## config.mk

```make
export PLATFORM = sky130hd
export DESIGN_NAME = udp_tx_node_resolver
export DESIGN_NICKNAME = d
export VERILOG_FILES = /design/src/hw/rtl/utnr_pkg.sv /design/src/hw/rtl/utnr_core.sv /design/src/hw/rtl/utnr_emit.sv /design/src/hw/rtl/udp_tx_node_resolver.sv
export SDC_FILE = /design/constraint.sdc
export NUM_CORES = 1
export LEC_CHECK = 0
export ABC_AREA = 1
export BUFFER_PORTS_ARGS = -buffer_cell sky130_fd_sc_hd__buf_2
export CAP_MARGIN = 10
export CORE_ASPECT_RATIO = 1.4
export CORE_MARGIN = 4
export CORE_UTILIZATION = 50
export CTS_CLUSTER_DIAMETER = 30
export DETAILED_ROUTE_END_ITERATION = 8
export PLACE_DENSITY = 0.74
export SLEW_MARGIN = 5
export SYNTH_ARGS = -nofsm -noshare
export SYNTH_HDL_FRONTEND = slang
export SYNTH_SLANG_ARGS = --single-unit
```

## constraint.sdc

```tcl
create_clock -name i_clk -period 10.35 [get_ports i_clk]
set_clock_uncertainty 0.1 [all_clocks]
set_input_delay 0.5175 -clock i_clk [delete_from_list [all_inputs] [get_ports i_clk]]
set_output_delay 0.5175 -clock i_clk [all_outputs]
set_load 0.01 [all_outputs]
```

## src/hw/rtl/utnr_pkg.sv

```systemverilog
`timescale 1ns / 1ps
// ----------------------------------------------------------------------------
// UDP TX node resolver package
// Shared types, codes and helpers for the node resolver and its submodules.
// ----------------------------------------------------------------------------
package utnr_pkg;

    // Input operation codes
    typedef enum logic [1:0] {
        OP_META   = 2'd0,
        OP_DATA   = 2'd1,
        OP_REPLY  = 2'd2,
        OP_INVAL  = 2'd3
    } t_op;

    // Result kinds
    typedef enum logic [1:0] {
        KIND_DATA   = 2'd0,
        KIND_SOCKET = 2'd1,
        KIND_LOOKUP = 2'd2,
        KIND_EVENT  = 2'd3
    } t_kind;

    // Event codes
    typedef enum logic [2:0] {
        EV_DEST_UNKNOWN = 3'd0,
        EV_PORT_FIX     = 3'd1,
        EV_LAST_NODE    = 3'd2,
        EV_LAST_PORT    = 3'd3,
        EV_SENT         = 3'd4
    } t_event;

    // Configuration register indexes
    localparam logic [1:0] CFG_LOCAL_IP     = 2'd0;
    localparam logic [1:0] CFG_MAX_NODE     = 2'd1;
    localparam logic [1:0] CFG_DEFAULT_PORT = 2'd2;

    // Configuration reset values
    localparam logic [31:0] RST_LOCAL_IP     = 32'd0;
    localparam logic [7:0]  RST_MAX_NODE     = 8'd127;
    localparam logic [15:0] RST_DEFAULT_PORT = 16'd2718;

    // Result slots of one run, in emission order (one-hot)
    localparam logic [7:0] SLOT_PORT_FIX  = 8'b0000_0001;
    localparam logic [7:0] SLOT_UNKNOWN   = 8'b0000_0010;
    localparam logic [7:0] SLOT_LOOKUP    = 8'b0000_0100;
    localparam logic [7:0] SLOT_LAST_NODE = 8'b0000_1000;
    localparam logic [7:0] SLOT_LAST_PORT = 8'b0001_0000;
    localparam logic [7:0] SLOT_SOCKET    = 8'b0010_0000;
    localparam logic [7:0] SLOT_SENT      = 8'b0100_0000;
    localparam logic [7:0] SLOT_DATA      = 8'b1000_0000;

    // One input transaction
    typedef struct packed {
        logic [1:0]  operation;
        logic [7:0]  dest_node;
        logic [15:0] source_port;
        logic [15:0] dest_port;
        logic [15:0] payload_len;
        logic [63:0] word_data;
        logic [7:0]  word_keep;
        logic        word_last;
        logic [31:0] reply_addr;
    } t_item;

    // Configuration registers
    typedef struct packed {
        logic [31:0] local_ip_addr;
        logic [7:0]  max_node_id;
        logic [15:0] default_port;
    } t_cfg;

    // Run of results caused by one item: slot mask plus shared fields
    typedef struct packed {
        logic [7:0]  mask;
        logic [63:0] data;
        logic [7:0]  keep;
        logic        last;
        logic [31:0] src_addr;
        logic [15:0] sport;
        logic [31:0] dst_addr;
        logic [15:0] dport;
        logic [15:0] length;
        logic [7:0]  node;
    } t_desc;

    // One result transaction
    typedef struct packed {
        logic [1:0]  result_kind;
        logic [63:0] out_data;
        logic [7:0]  out_keep;
        logic        out_last;
        logic [31:0] src_addr;
        logic [15:0] src_port_out;
        logic [31:0] dst_addr;
        logic [15:0] dst_port_out;
        logic [15:0] length_out;
        logic [2:0]  event_code;
        logic [15:0] tag_value;
        logic        run_end;
    } t_res;

    // Count set bits of a byte mask
    function automatic logic [3:0] f_popcount(input logic [7:0] v);
        logic [3:0] c;
        c = '0;
        for (int i = 0; i < 8; i++) begin
            c = c + {3'd0, v[i]};
        end
        return c;
    endfunction

endpackage

```

## src/hw/rtl/utnr_core.sv

```systemverilog
`timescale 1ns / 1ps
// ----------------------------------------------------------------------------
// UDP TX node resolver core
// Holds the packet phase, the one-entry node cache and the pending socket
// fields; turns one registered item into a run descriptor in a single pass.
// ----------------------------------------------------------------------------
module utnr_core (
    input  logic              i_clk,
    input  logic              i_rst_n,
    input  logic              i_proc,
    input  utnr_pkg::t_item   i_item,
    input  utnr_pkg::t_cfg    i_cfg,
    output logic              o_load,
    output utnr_pkg::t_desc   o_desc
);

    typedef enum logic [3:0] {
        PH_META  = 4'b0001,
        PH_REPLY = 4'b0010,
        PH_ACC   = 4'b0100,
        PH_DROP  = 4'b1000
    } t_phase;

    t_phase      r_phase,        n_phase;
    logic        r_cache_valid,  n_cache_valid;
    logic [7:0]  r_cached_node,  n_cached_node;
    logic [31:0] r_cached_addr,  n_cached_addr;
    logic [15:0] r_expected_len, n_expected_len;
    logic [15:0] r_byte_count,   n_byte_count;
    logic [7:0]  r_pending_node, n_pending_node;
    logic [15:0] r_pending_sp,   n_pending_sp;
    logic [15:0] r_pending_dp,   n_pending_dp;
    logic        r_inv_pending,  n_inv_pending;

    logic        w_deliver;
    logic [31:0] w_deliver_addr;
    logic        w_cache_live;
    logic [15:0] w_sp;
    logic [15:0] w_dp;
    logic [15:0] w_bc_sum;
    logic        w_last;
    utnr_pkg::t_desc w_desc;

    // Byte count after the current word
    assign w_bc_sum = r_byte_count + {12'd0, utnr_pkg::f_popcount(i_item.word_keep)};

    // Decode the item, update state and build its result run
    always_comb begin
        n_phase        = r_phase;
        n_cache_valid  = r_cache_valid;
        n_cached_node  = r_cached_node;
        n_cached_addr  = r_cached_addr;
        n_expected_len = r_expected_len;
        n_byte_count   = r_byte_count;
        n_pending_node = r_pending_node;
        n_pending_sp   = r_pending_sp;
        n_pending_dp   = r_pending_dp;
        n_inv_pending  = r_inv_pending;
        w_deliver      = 1'b0;
        w_deliver_addr = r_cached_addr;
        w_cache_live   = r_cache_valid & ~r_inv_pending;
        w_sp           = (i_item.source_port == 16'd0) ? i_cfg.default_port
                                                       : i_item.source_port;
        w_dp           = (i_item.dest_port == 16'd0) ? i_cfg.default_port
                                                     : i_item.dest_port;
        w_last         = i_item.word_last |
                         ((r_expected_len != 16'd0) && (w_bc_sum >= r_expected_len));
        w_desc         = '0;

        if (i_proc) begin
            unique case (utnr_pkg::t_op'(i_item.operation))
                utnr_pkg::OP_INVAL: begin
                    if (r_phase == PH_META) begin
                        n_cache_valid = 1'b0;
                    end else begin
                        n_inv_pending = 1'b1;
                    end
                end
                utnr_pkg::OP_META: begin
                    if (r_phase == PH_META) begin
                        // apply a deferred invalidate before the lookup
                        if (r_inv_pending) begin
                            n_cache_valid = 1'b0;
                            n_inv_pending = 1'b0;
                        end
                        n_expected_len = i_item.payload_len;
                        n_byte_count   = 16'd0;
                        n_pending_node = i_item.dest_node;
                        if (i_item.dest_node > i_cfg.max_node_id) begin
                            w_desc.mask = utnr_pkg::SLOT_UNKNOWN;
                            n_phase     = PH_DROP;
                        end else begin
                            n_pending_sp = w_sp;
                            n_pending_dp = w_dp;
                            if (i_item.dest_port == 16'd0) begin
                                w_desc.mask = utnr_pkg::SLOT_PORT_FIX;
                            end
                            if (w_cache_live && (r_cached_node == i_item.dest_node)) begin
                                w_deliver      = 1'b1;
                                w_deliver_addr = r_cached_addr;
                            end else begin
                                w_desc.mask = w_desc.mask | utnr_pkg::SLOT_LOOKUP;
                                n_phase     = PH_REPLY;
                            end
                        end
                    end
                end
                utnr_pkg::OP_REPLY: begin
                    if (r_phase == PH_REPLY) begin
                        n_cached_node  = r_pending_node;
                        n_cached_addr  = i_item.reply_addr;
                        n_cache_valid  = 1'b1;
                        w_deliver      = 1'b1;
                        w_deliver_addr = i_item.reply_addr;
                    end
                end
                utnr_pkg::OP_DATA: begin
                    if ((r_phase == PH_ACC) || (r_phase == PH_DROP)) begin
                        n_byte_count = w_bc_sum;
                        if (r_phase == PH_ACC) begin
                            w_desc.mask = utnr_pkg::SLOT_DATA;
                        end
                        if (w_last) begin
                            n_phase = PH_META;
                        end
                    end
                end
                default: begin
                end
            endcase

            // Resolved address: send the socket or drop on a zero address
            if (w_deliver) begin
                if (w_deliver_addr == 32'd0) begin
                    w_desc.mask = w_desc.mask | utnr_pkg::SLOT_UNKNOWN;
                    n_phase     = PH_DROP;
                end else begin
                    w_desc.mask = w_desc.mask | utnr_pkg::SLOT_LAST_NODE |
                                  utnr_pkg::SLOT_LAST_PORT | utnr_pkg::SLOT_SOCKET |
                                  utnr_pkg::SLOT_SENT;
                    n_phase     = PH_ACC;
                end
            end
        end

        w_desc.data     = i_item.word_data;
        w_desc.keep     = i_item.word_keep;
        w_desc.last     = w_last;
        w_desc.src_addr = i_cfg.local_ip_addr;
        w_desc.sport    = n_pending_sp;
        w_desc.dst_addr = w_deliver_addr;
        w_desc.dport    = n_pending_dp;
        w_desc.length   = n_expected_len;
        w_desc.node     = n_pending_node;
    end

    assign o_load = i_proc && (w_desc.mask != 8'd0);
    assign o_desc = w_desc;

    // Control state
    always_ff @(posedge i_clk) begin
        if (!i_rst_n) begin
            r_phase       <= PH_META;
            r_cache_valid <= 1'b0;
            r_inv_pending <= 1'b0;
        end else begin
            r_phase       <= n_phase;
            r_cache_valid <= n_cache_valid;
            r_inv_pending <= n_inv_pending;
        end
    end

    // Cache and pending packet fields
    always_ff @(posedge i_clk) begin
        r_cached_node  <= n_cached_node;
        r_cached_addr  <= n_cached_addr;
        r_expected_len <= n_expected_len;
        r_byte_count   <= n_byte_count;
        r_pending_node <= n_pending_node;
        r_pending_sp   <= n_pending_sp;
        r_pending_dp   <= n_pending_dp;
    end

endmodule

```

## src/hw/rtl/utnr_emit.sv

```systemverilog
`timescale 1ns / 1ps
// ----------------------------------------------------------------------------
// UDP TX node resolver result walker
// Holds one run descriptor and sends its results, one per cycle unless stalled,
// in slot order through the output register.
// ----------------------------------------------------------------------------
module utnr_emit (
    input  logic              i_clk,
    input  logic              i_rst_n,
    input  logic              i_load,
    input  utnr_pkg::t_desc   i_desc,
    output logic              o_desc_free,
    input  logic              i_out_stall,
    output logic              o_out_valid,
    output utnr_pkg::t_res    o_res
);

    logic [7:0]      r_mask;
    utnr_pkg::t_desc r_desc;
    logic            r_out_valid;
    utnr_pkg::t_res  r_res;

    logic [7:0]      w_pick;
    logic [7:0]      w_rest;
    logic            w_out_free;
    logic            w_advance;
    utnr_pkg::t_res  w_res;

    // Pick the lowest pending slot
    assign w_pick      = r_mask & (~r_mask + 8'd1);
    assign w_rest      = r_mask & ~w_pick;
    assign w_out_free  = ~r_out_valid | ~i_out_stall;
    assign w_advance   = (r_mask != 8'd0) & w_out_free;
    assign o_desc_free = (r_mask == 8'd0) | (w_advance & (w_rest == 8'd0));

    // Format the picked result, unused fields zero
    always_comb begin
        w_res         = '0;
        w_res.run_end = (w_rest == 8'd0);
        unique case (w_pick)
            utnr_pkg::SLOT_PORT_FIX: begin
                w_res.result_kind = utnr_pkg::KIND_EVENT;
                w_res.event_code  = utnr_pkg::EV_PORT_FIX;
                w_res.tag_value   = 16'd1;
            end
            utnr_pkg::SLOT_UNKNOWN: begin
                w_res.result_kind = utnr_pkg::KIND_EVENT;
                w_res.event_code  = utnr_pkg::EV_DEST_UNKNOWN;
                w_res.tag_value   = 16'd1;
            end
            utnr_pkg::SLOT_LOOKUP: begin
                w_res.result_kind = utnr_pkg::KIND_LOOKUP;
                w_res.tag_value   = {8'd0, r_desc.node};
            end
            utnr_pkg::SLOT_LAST_NODE: begin
                w_res.result_kind = utnr_pkg::KIND_EVENT;
                w_res.event_code  = utnr_pkg::EV_LAST_NODE;
                w_res.tag_value   = {8'd0, r_desc.node};
            end
            utnr_pkg::SLOT_LAST_PORT: begin
                w_res.result_kind = utnr_pkg::KIND_EVENT;
                w_res.event_code  = utnr_pkg::EV_LAST_PORT;
                w_res.tag_value   = r_desc.dport;
            end
            utnr_pkg::SLOT_SOCKET: begin
                w_res.result_kind  = utnr_pkg::KIND_SOCKET;
                w_res.src_addr     = r_desc.src_addr;
                w_res.src_port_out = r_desc.sport;
                w_res.dst_addr     = r_desc.dst_addr;
                w_res.dst_port_out = r_desc.dport;
                w_res.length_out   = r_desc.length;
            end
            utnr_pkg::SLOT_SENT: begin
                w_res.result_kind = utnr_pkg::KIND_EVENT;
                w_res.event_code  = utnr_pkg::EV_SENT;
                w_res.tag_value   = 16'd1;
            end
            utnr_pkg::SLOT_DATA: begin
                w_res.result_kind = utnr_pkg::KIND_DATA;
                w_res.out_data    = r_desc.data;
                w_res.out_keep    = r_desc.keep;
                w_res.out_last    = r_desc.last;
            end
            default: begin
            end
        endcase
    end

    // Slot mask and output valid
    always_ff @(posedge i_clk) begin
        if (!i_rst_n) begin
            r_mask      <= 8'd0;
            r_out_valid <= 1'b0;
        end else begin
            if (i_load) begin
                r_mask <= i_desc.mask;
            end else if (w_advance) begin
                r_mask <= w_rest;
            end
            if (w_advance) begin
                r_out_valid <= 1'b1;
            end else if (~i_out_stall) begin
                r_out_valid <= 1'b0;
            end
        end
    end

    // Descriptor fields and output payload
    always_ff @(posedge i_clk) begin
        if (i_load) begin
            r_desc <= i_desc;
        end
        if (w_advance) begin
            r_res <= w_res;
        end
    end

    assign o_out_valid = r_out_valid;
    assign o_res       = r_res;

endmodule

```

## src/hw/rtl/udp_tx_node_resolver.sv

```systemverilog
`timescale 1ns / 1ps
// ----------------------------------------------------------------------------
// UDP TX node resolver
// Resolves fabric node numbers to IPv4 addresses through a one-entry cache
// or lookup requests, and emits socket metadata, events and payload words.
// ----------------------------------------------------------------------------
//  channel   direction  handshake                  payload
//  in        input      i_in_valid / o_in_stall    i_operation .. i_reply_addr
//  out       output     o_out_valid / i_out_stall  o_result_kind .. o_run_end
//  cfg       input      i_cfg_valid / o_cfg_ready  i_cfg_index, i_cfg_data
//
//  An item goes input register -> core (one pass) -> result walker -> output
//  register. The walker sends one result per cycle while i_out_stall is low, so
//  an item with k results (1 to 5) holds it until the last of them is out;
//  items with one or no result flow every cycle while the output is free.
//  Synchronous active-low reset clears phase, cache valid, pending invalidate,
//  slot mask and valid flags; o_in_stall rises only while the walker is busy.
// ----------------------------------------------------------------------------
module udp_tx_node_resolver (
    input  logic        i_clk,
    input  logic        i_rst_n,
    // input channel
    input  logic        i_in_valid,
    output logic        o_in_stall,
    input  logic [1:0]  i_operation,
    input  logic [7:0]  i_dest_node,
    input  logic [15:0] i_source_port,
    input  logic [15:0] i_dest_port,
    input  logic [15:0] i_payload_len,
    input  logic [63:0] i_word_data,
    input  logic [7:0]  i_word_keep,
    input  logic        i_word_last,
    input  logic [31:0] i_reply_addr,
    // output channel
    output logic        o_out_valid,
    input  logic        i_out_stall,
    output logic [1:0]  o_result_kind,
    output logic [63:0] o_out_data,
    output logic [7:0]  o_out_keep,
    output logic        o_out_last,
    output logic [31:0] o_src_addr,
    output logic [15:0] o_src_port_out,
    output logic [31:0] o_dst_addr,
    output logic [15:0] o_dst_port_out,
    output logic [15:0] o_length_out,
    output logic [2:0]  o_event_code,
    output logic [15:0] o_tag_value,
    output logic        o_run_end,
    // configuration write channel
    input  logic        i_cfg_valid,
    output logic        o_cfg_ready,
    input  logic [1:0]  i_cfg_index,
    input  logic [31:0] i_cfg_data
);

    utnr_pkg::t_cfg  r_cfg;
    logic            r_in_valid;
    utnr_pkg::t_item r_item;

    logic            w_in_accept;
    logic            w_proc;
    logic            w_desc_free;
    logic            w_load;
    utnr_pkg::t_desc w_desc;
    utnr_pkg::t_res  w_res;

    // Configuration registers
    assign o_cfg_ready = 1'b1;

    always_ff @(posedge i_clk) begin
        if (!i_rst_n) begin
            r_cfg.local_ip_addr <= utnr_pkg::RST_LOCAL_IP;
            r_cfg.max_node_id   <= utnr_pkg::RST_MAX_NODE;
            r_cfg.default_port  <= utnr_pkg::RST_DEFAULT_PORT;
        end else if (i_cfg_valid && o_cfg_ready) begin
            unique case (i_cfg_index)
                utnr_pkg::CFG_LOCAL_IP:     r_cfg.local_ip_addr <= i_cfg_data;
                utnr_pkg::CFG_MAX_NODE:     r_cfg.max_node_id   <= i_cfg_data[7:0];
                utnr_pkg::CFG_DEFAULT_PORT: r_cfg.default_port  <= i_cfg_data[15:0];
                default: begin
                end
            endcase
        end
    end

    // Input register: hold the transaction until the core takes it
    assign w_proc      = r_in_valid & w_desc_free;
    assign o_in_stall  = r_in_valid & ~w_desc_free;
    assign w_in_accept = i_in_valid & ~o_in_stall;

    always_ff @(posedge i_clk) begin
        if (!i_rst_n) begin
            r_in_valid <= 1'b0;
        end else if (w_in_accept) begin
            r_in_valid <= 1'b1;
        end else if (w_proc) begin
            r_in_valid <= 1'b0;
        end
    end

    always_ff @(posedge i_clk) begin
        if (w_in_accept) begin
            r_item.operation   <= i_operation;
            r_item.dest_node   <= i_dest_node;
            r_item.source_port <= i_source_port;
            r_item.dest_port   <= i_dest_port;
            r_item.payload_len <= i_payload_len;
            r_item.word_data   <= i_word_data;
            r_item.word_keep   <= i_word_keep;
            r_item.word_last   <= i_word_last;
            r_item.reply_addr  <= i_reply_addr;
        end
    end

    utnr_core u_core (
        .i_clk   (i_clk),
        .i_rst_n (i_rst_n),
        .i_proc  (w_proc),
        .i_item  (r_item),
        .i_cfg   (r_cfg),
        .o_load  (w_load),
        .o_desc  (w_desc)
    );

    utnr_emit u_emit (
        .i_clk       (i_clk),
        .i_rst_n     (i_rst_n),
        .i_load      (w_load),
        .i_desc      (w_desc),
        .o_desc_free (w_desc_free),
        .i_out_stall (i_out_stall),
        .o_out_valid (o_out_valid),
        .o_res       (w_res)
    );

    // Output ports
    assign o_result_kind  = w_res.result_kind;
    assign o_out_data     = w_res.out_data;
    assign o_out_keep     = w_res.out_keep;
    assign o_out_last     = w_res.out_last;
    assign o_src_addr     = w_res.src_addr;
    assign o_src_port_out = w_res.src_port_out;
    assign o_dst_addr     = w_res.dst_addr;
    assign o_dst_port_out = w_res.dst_port_out;
    assign o_length_out   = w_res.length_out;
    assign o_event_code   = w_res.event_code;
    assign o_tag_value    = w_res.tag_value;
    assign o_run_end      = w_res.run_end;

    // Socket metadata is always followed by the packet sent event
    a_socket_not_end: assert property (@(posedge i_clk) disable iff (!i_rst_n)
        (o_out_valid && (o_result_kind == utnr_pkg::KIND_SOCKET)) |-> !o_run_end)
        else $error("socket metadata closed its run");

    // A lookup request and a data word each close their run
    a_lookup_end: assert property (@(posedge i_clk) disable iff (!i_rst_n)
        (o_out_valid && ((o_result_kind == utnr_pkg::KIND_LOOKUP) ||
                         (o_result_kind == utnr_pkg::KIND_DATA))) |-> o_run_end)
        else $error("lookup request or data word did not close its run");

    // After socket metadata the next result is the packet sent event
    a_sent_follows: assert property (@(posedge i_clk) disable iff (!i_rst_n)
        (o_out_valid && !i_out_stall && (o_result_kind == utnr_pkg::KIND_SOCKET))
        |=> (o_out_valid && (o_result_kind == utnr_pkg::KIND_EVENT) &&
             (o_event_code == utnr_pkg::EV_SENT)))
        else $error("packet sent event did not follow socket metadata");

endmodule

```

==> results.toml, run 1 <==
[run_status]
status = "finished clean"

[worst_setup_path]
startpoint_type = "flop"
slowest_stage = "fa_1"
r2r.worst_path.cells = 30
crit_path_end_kind = "flop"
worstPathMaxFanout = 7
critPathMaxStageDelay_ps = 510
r2r_slack_ps = 4000
worstPathArrival_ps = 6740
worstSetupPathType = "reg2reg"
crit_required_ps = 10730
crit_path_frequent_cell = "nand3_1"

[power_and_ir_drop]
power_density_nw_per_um2 = 290
intPower_mw = 7.25
clock_power_share = 0.352
ir_drop_v = 0.000227
combPwrFrac = 0.216
total_power_mw = 10.6
switchingPower_mw = 3.32
seqPwrFrac = 0.433
p_leak_nw = 15.9
netSwitchingFraction = 0.314

[floorplan]
pin_count = 412
rows = 102
coreArea_um2 = 55400
die_w_um = 208
die_y_um = 288
initial_core_util = 0.505
die_area_um2 = 59900

[grt]
grt_pass1_wl_um = 107000
gr-total-overflow = 0
grt_pass1_vias = 19500
antenna_found_initial = 4
grt_max_degree = 125
grt_use_total = 0.228

[timing]
relSlewSlack = 0.268
hold_violations = 0
setup_tns_ps = 0
layout_min_cycle_time_ps = 6350
fin_crit_sh = 0.614
rsz0062_at_grt = "no"
clock.fmax_mhz = 157
worst_pin_slew_ps = 1100
holdWs_ps = 44.4
report.final.setup_viol = 0
maxSlewViolCount = 0

[yosys]
synthArstFlopShare = 0
syn_nets = 2511
post-synth-top-count-cell = "edfxtp_1"
synthCells = 2273
yosysTopAreaCellShare = 0.664
synth_ff_type = "edfxtp_1"
yosysUniqueCellTypes = 42
yosys.area.top_type = "edfxtp_1"
synthTopCellsByArea = "edfxtp_1 (66%), dfxtp_1 (9.2%), inv_1 (5.6%), nor2_1 (5.4%), nand2_1 (3.3%)"
synth-seq-area-share = 0.756
synth_common_cells = "edfxtp_1 (619), inv_1 (414), nor2_1 (405), nand2_1 (246), dfxtp_1 (128)"
avgSynthCellArea_um2 = 12.3
synth_area_um2 = 28000
synth_edf_count = 619
ys_warn_count = 0
synth-seq-cells = 747

[hold_path]
worst_hold_path_type = "in2reg"
holdPathStages = 3

[clock_network]
cts_tree = "built"
clkTransAtPathRegs_ps = 50
clockRootBuffer = "clkbuf_16"
cts.htree.levels = 3
cts.sinks = 747
clkLatencyLatePin_ps = 650
clockBufferDepth = 3
numCtsBuffers = 107

[detailed_routing]
drt_iter0_markers = 1336
drt_pass1_iterations = 5
viasPerCell = 5.00
routedWlPerCell_um = 18.5
wirelength_um = 69400
vias = 18700
final_antenna_net_count = 0
drc = 0

[final_layout]
stdcell_count = 3746
syn_to_final_growth_pct = 30.2
fillCellCount = 3871
nets = 3158
drive_gt1_frac = 0.217

[placed_design]
globalplace.congestion = 0.872
port_buffers = 410
post-dp-hpwl_um = 42600
dp.cells = 3357

[run]
maxCapViolCount = 0
critical path: cells and delay by family, from the launching register on:
kind | cells | cell delay [ps]
fa+ha+maj | 7 | 2920
simple gates | 16 | 2070
flops | 1 | 400
compound gates | 3 | 320
xor+xnor | 1 | 200
buf+inv | 3 | 180
sequential cells by signal, summed over array words and instances, names as in the netlist, 8 cells and up:
register,count
r_cfg,56
r_item,163
u_core.r_byte_count,16
u_core.r_cached_addr,32
u_core.r_cached_node,8
u_core.r_expected_len,16
u_core.r_pending_dp,16
u_core.r_pending_node,8
u_core.r_pending_sp,16
u_emit.o_res,207
u_emit.r_desc,193
u_emit.r_mask,8
area by class of cell:
| cell class | instances | area, um^2 | share of cell area |
|---|---|---|---|
| sequential | 747 | 21200 | 0.580 |
| multi-input combinational | 1036 | 5010 | 0.137 |
| antenna | 3 | 7.51 | 0.000206 |
| inverter | 421 | 1590 | 0.0437 |
| clock buffer | 129 | 2900 | 0.0797 |
| timing repair buffer | 607 | 3990 | 0.109 |
| tap | 728 | 911 | 0.0250 |
| clock inverter | 75 | 897 | 0.0246 |
power groups by stage:
stage	clock network [mW]	registers (mW)	logic, mW
2_1_floorplan	0	4.91	1.09
3_3_place_gp	0	4.58	2.13
3_5_place_dp	0	4.60	2.20
4_1_cts	3.77	4.56	2.29
5_1_grt	3.93	4.63	2.52
6_report	3.72	4.57	2.28
routing by layer:
metal | vias up | routed length, um | GRT usage
met5 | - | 0 | 0
met4 | 0 | 2290 | 0.0910
met3 | 150 | 4800 | 0.0453
met2 | 855 | 36300 | 0.409
met1 | 8941 | 26000 | 0.270
li1 | 8801 | - | -
kinds of logic (layout without fill, tap and decap cells):
kind of cell    Yosys count  count (layout)  share of synthesized area
simple gates            758             758                      0.111
flops                   747             747                      0.756
buf+inv                 490            1232                     0.0669
compound gates          222             222                     0.0428
fa+ha+maj                36              36                     0.0174
xor+xnor                 15              15                    0.00469
mux                       4               4                    0.00161
other cells               1               4                   0.000134
final timing paths:
kind                                     from            endpoint
worst min register to register     r_item[55]  u_emit.r_desc[143]
worst max register to register     r_item[34]   u_core.r_phase[0]
worst max-delay path               r_item[34]   u_core.r_phase[0]
worst min-delay path            i_cfg_data[7]            r_cfg[7]
stage by stage:
step           cell area (um^2)  utilization  setup WS (ps)
6_report                  36500        0.658           4000
2_1_floorplan             28000            -           3090
4_1_cts                   36500        0.658           3990
3_3_place_gp              30800        0.557           4230
3_5_place_dp              30800        0.557           4040
5_1_grt                   36500        0.658           3410
placed cells by master, fill, tap and decap left out, types with 8 or more instances in the layout:
cell and n:
a21oi_1 55, buf_2 410, buf_4 15, clkbuf_1 11, clkbuf_16 110, clkbuf_8 8, clkinv_4 11, dfxtp_1 128
dlygate4sd3_1 182, edfxtp_1 619, ha_1 31, inv_1 412, inv_6 22, inv_8 11, nand2_1 245, nand3_1 36
nand3b_1 14, nand4_1 12, nor2_1 402, nor3_1 9, nor4_1 12, o211ai_1 16, o21ai_0 124, o21ai_1 9
o31ai_1 12, or2_2 13, xor2_1 12
what timing repair did:
action | in CTS | in global routing
endpoints found under the hold margin | 182 | 0
gates resized for setup | 0 | 0
hold buffers | 182 | 0
buffers inserted | 0 | 0
setup endpoints to repair | 0 | 0
Power figures use the tool's default switching activity.
==> inputs of run 2 (changes only) <==
- clock period: 10.35 -> 5.2 ns (I/O delays scaled with it)
==> results.toml, run 2 (synthesis results as in run 1) <==
[power_and_ir_drop]
netSwitchingFraction = 0.314
intPower_mw = 14.9
seqPwrFrac = 0.418
p_leak_nw = 16.2
switchingPower_mw = 6.81
power_density_nw_per_um2 = 582
combPwrFrac = 0.222
total_power_mw = 21.7
clock_power_share = 0.360
ir_drop_v = 0.00102

[timing]
worst_pin_slew_ps = 1110
report.final.setup_viol = 5
setup_tns_ps = -3510
clock.fmax_mhz = 167
relSlewSlack = 0.259
holdWs_ps = 101
maxSlewViolCount = 0
hold_violations = 0
setup_slack_ps = -802
rsz0062_at_grt = "yes"
layout_min_cycle_time_ps = 6000
fin_crit_sh = 1.15

[worst_setup_path]
critPathMaxStageDelay_ps = 500
crit_start = "r_item[34]"
crit_required_ps = 5670
crit_path_end_kind = "flop"
regToRegStartpoint = "r_item[34]"
slowest_stage = "fa_1"
worstPathMaxFanout = 7
startpoint_type = "flop"
worstSetupPathType = "reg2reg"
worstPathArrival_ps = 6470
crit_path_frequent_cell = "buf_4"

[final_layout]
utilization = 0.674
nets = 3217
largest_reg_flops = 207
drive_gt1_frac = 0.237
syn_to_final_growth_pct = 33.3
stdcell_area_um2 = 37300
final_cell_mix = "edfxtp_1 (619), buf_2 (410), inv_1 (408)"
final_common_cell = "edfxtp_1"

[clock_network]
clockBufferDepth = 3
cts.htree.levels = 3
cts.sinks = 747
clockRootBuffer = "clkbuf_16"
clkTransAtPathRegs_ps = 60
numCtsBuffers = 114
clkLatencyLatePin_ps = 660
cts_tree = "built"

[floorplan]
rows = 102
coreArea_um2 = 55400
die_y_um = 288
die_area_um2 = 59900
pin_count = 412
initial_core_util = 0.505
die_w_um = 208

[detailed_routing]
drt_iter0_markers = 1443
routedWlPerCell_um = 18.5
wirelength_um = 70600
vias = 19000
final_antenna_net_count = 0
drc = 0
drt_pass1_iterations = 5
viasPerCell = 4.99

[hold_path]
min_from = "i_cfg_index[0]"
worst_hold_path_type = "in2reg"

[grt]
grt_max_degree = 161
grt_pass1_vias = 19900
gr-total-overflow = 0
antenna_found_initial = 1
grt_pass1_wl_um = 109000
grt_use_total = 0.231

[placed_design]
globalplace.congestion = 0.856
post-dp-hpwl_um = 42600
port_buffers = 410
placed_area_um2 = 31000

[run]
maxCapViolCount = 0

[run_status]
status = "finished, violations left"
violations = "setup timing"
==> run 2: cell types whose count changed in the layout (fill, tap and decap cells not counted), sizes merged <==
cell,before,now
buf,425,456
bufinv,7,12
clkbuf,129,123
clkinv,29,34
clkinvlp,7,17
diode,3,1
dlygate4sd3,182,203
==> run 2: path summary, 6_finish.rpt <==
| path | cells past startpoint | slack [ps] | endpoint |
|---|---|---|---|
| worst max-delay path | 33 | -800 | u_core.r_phase[1] |
| worst min-delay path | 6 | 100 | r_cfg[20] |
| worst max register to register | 33 | -800 | u_core.r_phase[1] |
| worst min register to register | 0 | 320 | u_emit.r_desc[185] |
==> run 2: worst max-delay path: cells and delay by family (launching register included) <==
kind / cells / cell delay (ps)
buf+inv: 9 / 960
flops: 1 / 420
simple gates: 12 / 1160
compound gates: 3 / 300
xor+xnor: 2 / 390
fa+ha+maj: 7 / 2560
==> run 2: routing by layer <==
layer / global-route usage / up-vias / wire length [um]
met3: 0.0408 / 173 / 4260
met2: 0.415 / 817 / 36900
met1: 0.271 / 9102 / 26500
met4: 0.107 / 0 / 2920
li1: - / 8913 / -
met5: 0 / - / 0
==> run 2: cell type report <==
cell class / count / area [um^2]
diodes: 1 / 2.50
clock buffers: 123 / 2910
clock inverters: 95 / 1120
fillers: 3768 / 18100
inverters: 421 / 1590
multi-input cells: 1036 / 5160
flip-flops and latches: 747 / 21200
well taps: 728 / 911
repair buffers: 659 / 4470
==> run 2: power by group through the flow <==
stage	clock network, mW	registers (mW)	logic, mW
2_1_floorplan	0	9.56	2.11
3_3_place_gp	0	9.12	4.37
3_5_place_dp	0	9.16	4.50
4_1_cts	7.89	9.08	4.76
5_1_grt	8.25	9.20	5.31
6_report	7.82	9.09	4.83
==> run 2: through the flow <==
stage	instances	worst slack, ps
2_1_floorplan	2273	-268
3_3_place_gp	3370	-664
3_5_place_dp	3370	-855
4_1_cts	3806	-743
5_1_grt	3810	-1210
6_report	3810	-802
==> run 2: repair_timing <==
| item | 4_1_cts | 5_1_grt |
|---|---|---|
| setup buffers | 15 | 5 |
| pin swaps | 12 | 22 |
| gates resized for setup | 18 | 14 |
| hold endpoints to repair | 221 | 0 |
| endpoints found under the setup margin | 5 | 6 |
| hold buffers | 203 | 0 |
==> inputs of run 3 (changes only) <==
- CORE_ASPECT_RATIO: 1.4 -> 2
- PLACE_DENSITY: 0.74 -> 0.71
- clock period: 5.2 -> 6.8 ns (I/O delays scaled with it)
==> results.toml, run 3 (synthesis results as in run 1) <==
[timing]
fin_crit_sh = 0.928
layout_min_cycle_time_ps = 6310
rsz0062_at_grt = "no"
relSlewSlack = 0.273
hold_violations = 0
worst_pin_slew_ps = 1090
maxSlewViolCount = 0
report.final.setup_viol = 0
clock.fmax_mhz = 158
setup_tns_ps = 0

[worst_setup_path]
r2r.worst_path.cells = 31
crit_path_frequent_cell = "nand3_1"
critPathMaxStageDelay_ps = 500
crit_path_end_kind = "flop"
r2r_slack_ps = 490
crit_end = "u_core.r_phase[0]"
crit_start = "r_item[34]"
slowest_stage = "fa_1"
worstPathMaxFanout = 5
regToRegStartpoint = "r_item[34]"
worstSetupPathType = "reg2reg"
worstPathArrival_ps = 6670
crit_required_ps = 7160
r2r_end = "u_core.r_phase[0]"
startpoint_type = "flop"

[detailed_routing]
drt_pass1_iterations = 7
top_layer_used = "met4"
wl_met3_um = 4780
viasPerCell = 4.93
drc = 0
vias = 18500
routedWlPerCell_um = 18.3
drt_iter0_markers = 1359
final_antenna_net_count = 0
wl_met2_um = 35100
drt-met1-wl_um = 25900
wirelength_um = 68500

[floorplan]
die_w_um = 175
pin_count = 412
die_y_um = 343
initial_core_util = 0.505
rows = 122
die_area_um2 = 60100
coreArea_um2 = 55400

[grt]
antenna_found_initial = 1
grt_pass1_wl_um = 106000
grt_use_total = 0.225
gr-total-overflow = 0
grt_pass1_vias = 19500
grt_max_degree = 144

[power_and_ir_drop]
total_power_mw = 15.8
power_density_nw_per_um2 = 435
p_leak_nw = 15.8
ir_drop_v = 0.000415

[placed_design]
port_buffers = 410
globalplace.congestion = 0.891
post-dp-hpwl_um = 43100
dp.cells = 3370

[final_layout]
largest_reg_flops = 207
nets = 3164
drive_gt1_frac = 0.214
fillCellCount = 3928
final_cell_mix = "edfxtp_1 (619), inv_1 (412), buf_2 (410)"
stdcell_count = 3756
final_common_cell = "edfxtp_1"
syn_to_final_growth_pct = 29.9

[run_status]
status = "finished clean"

[clock_network]
clkLatencyLatePin_ps = 630
clockRootBuffer = "clkbuf_16"
cts.htree.levels = 3
numCtsBuffers = 99
cts_tree = "built"
clockBufferDepth = 3
clkTransAtPathRegs_ps = 70
cts.sinks = 747

[hold_path]
worst_hold_path_type = "in2reg"

[run]
maxCapViolCount = 0
[run 3: changes by cell type in the layout (fill, tap and decap cells not counted), moves of 5 or more]
cell,before,now
clkbuf_1,8,3
inv_6,26,17
buf_4,42,13
clkbuf_16,115,101
dlygate4sd3_1,203,197
clkinvlp_4,17,11
clkinv_2,13,8
[run 3: worst min-delay path by stage]
| stage | from | endpoint | depth (start not counted) |
|---|---|---|---|
| final | i_cfg_index[0] | r_cfg[55] | 4 |
| after global routing | i_cfg_index[0] | r_cfg[55] | 4 |
| after CTS | i_cfg_index[0] | r_cfg[55] | 4 |
| after detailed placement | r_item[68] | u_emit.r_desc[156] | 0 |
| after global placement | r_item[62] | u_emit.r_desc[150] | 0 |
| after floorplan | r_item[41] | u_emit.r_desc[129] | 0 |
[run 3: worst max-delay path, delay by kind of cell (launching register included)]
kind / cells / cell delay [ps]
AOI/OAI and AO/OA: 3 / 340
xor gates and xnor gates: 1 / 220
adders and majority gates: 7 / 2830
buffers and inverters: 4 / 380
DFF: 1 / 400
and+or+nand+nor: 16 / 1890
[run 3: what timing repair did]
item,in CTS,in global routing
buffers inserted,0,2
endpoints found under the setup margin,0,4
gates resized for setup,0,5
hold buffers,197,0
hold endpoints to repair,218,0
[run 3: final cells by class]
class	instances	area, um^2	area share
timing repair buffer	621	4140	0.114
sequential	747	21200	0.582
clock buffer	106	2570	0.0706
antenna	1	2.50	0.0000688
inverter	421	1590	0.0438
multi-input combinational	1036	5030	0.138
clock inverter	80	938	0.0258
tap	744	931	0.0256
[run 3: metal layers]
layer	global-route usage	vias up
li1	-	8798
met3	0.0427	165
met1	0.267	8789
met2	0.399	760
met5	0	-
met4	0.0968	0
[run 3: power breakdown]
group | switching, mW | internal [mW]
clock | 2.13 | 3.21
combinational | 2.50 | 1.03
sequential | 0.357 | 6.58
total | 4.98 | 10.8
[run 3: through the flow]
step / setup slack [ps] / utilization / area [um^2] / hold WS, ps
global placement: 683 / 0.557 / 30800 / 301
CTS: 339 / 0.656 / 36300 / 16.6
global route: 19.3 / 0.656 / 36400 / 78.5
detailed placement: 375 / 0.557 / 30800 / 305
finish: 488 / 0.656 / 36400 / 86.8
floorplan: 1080 / - / 28000 / 300
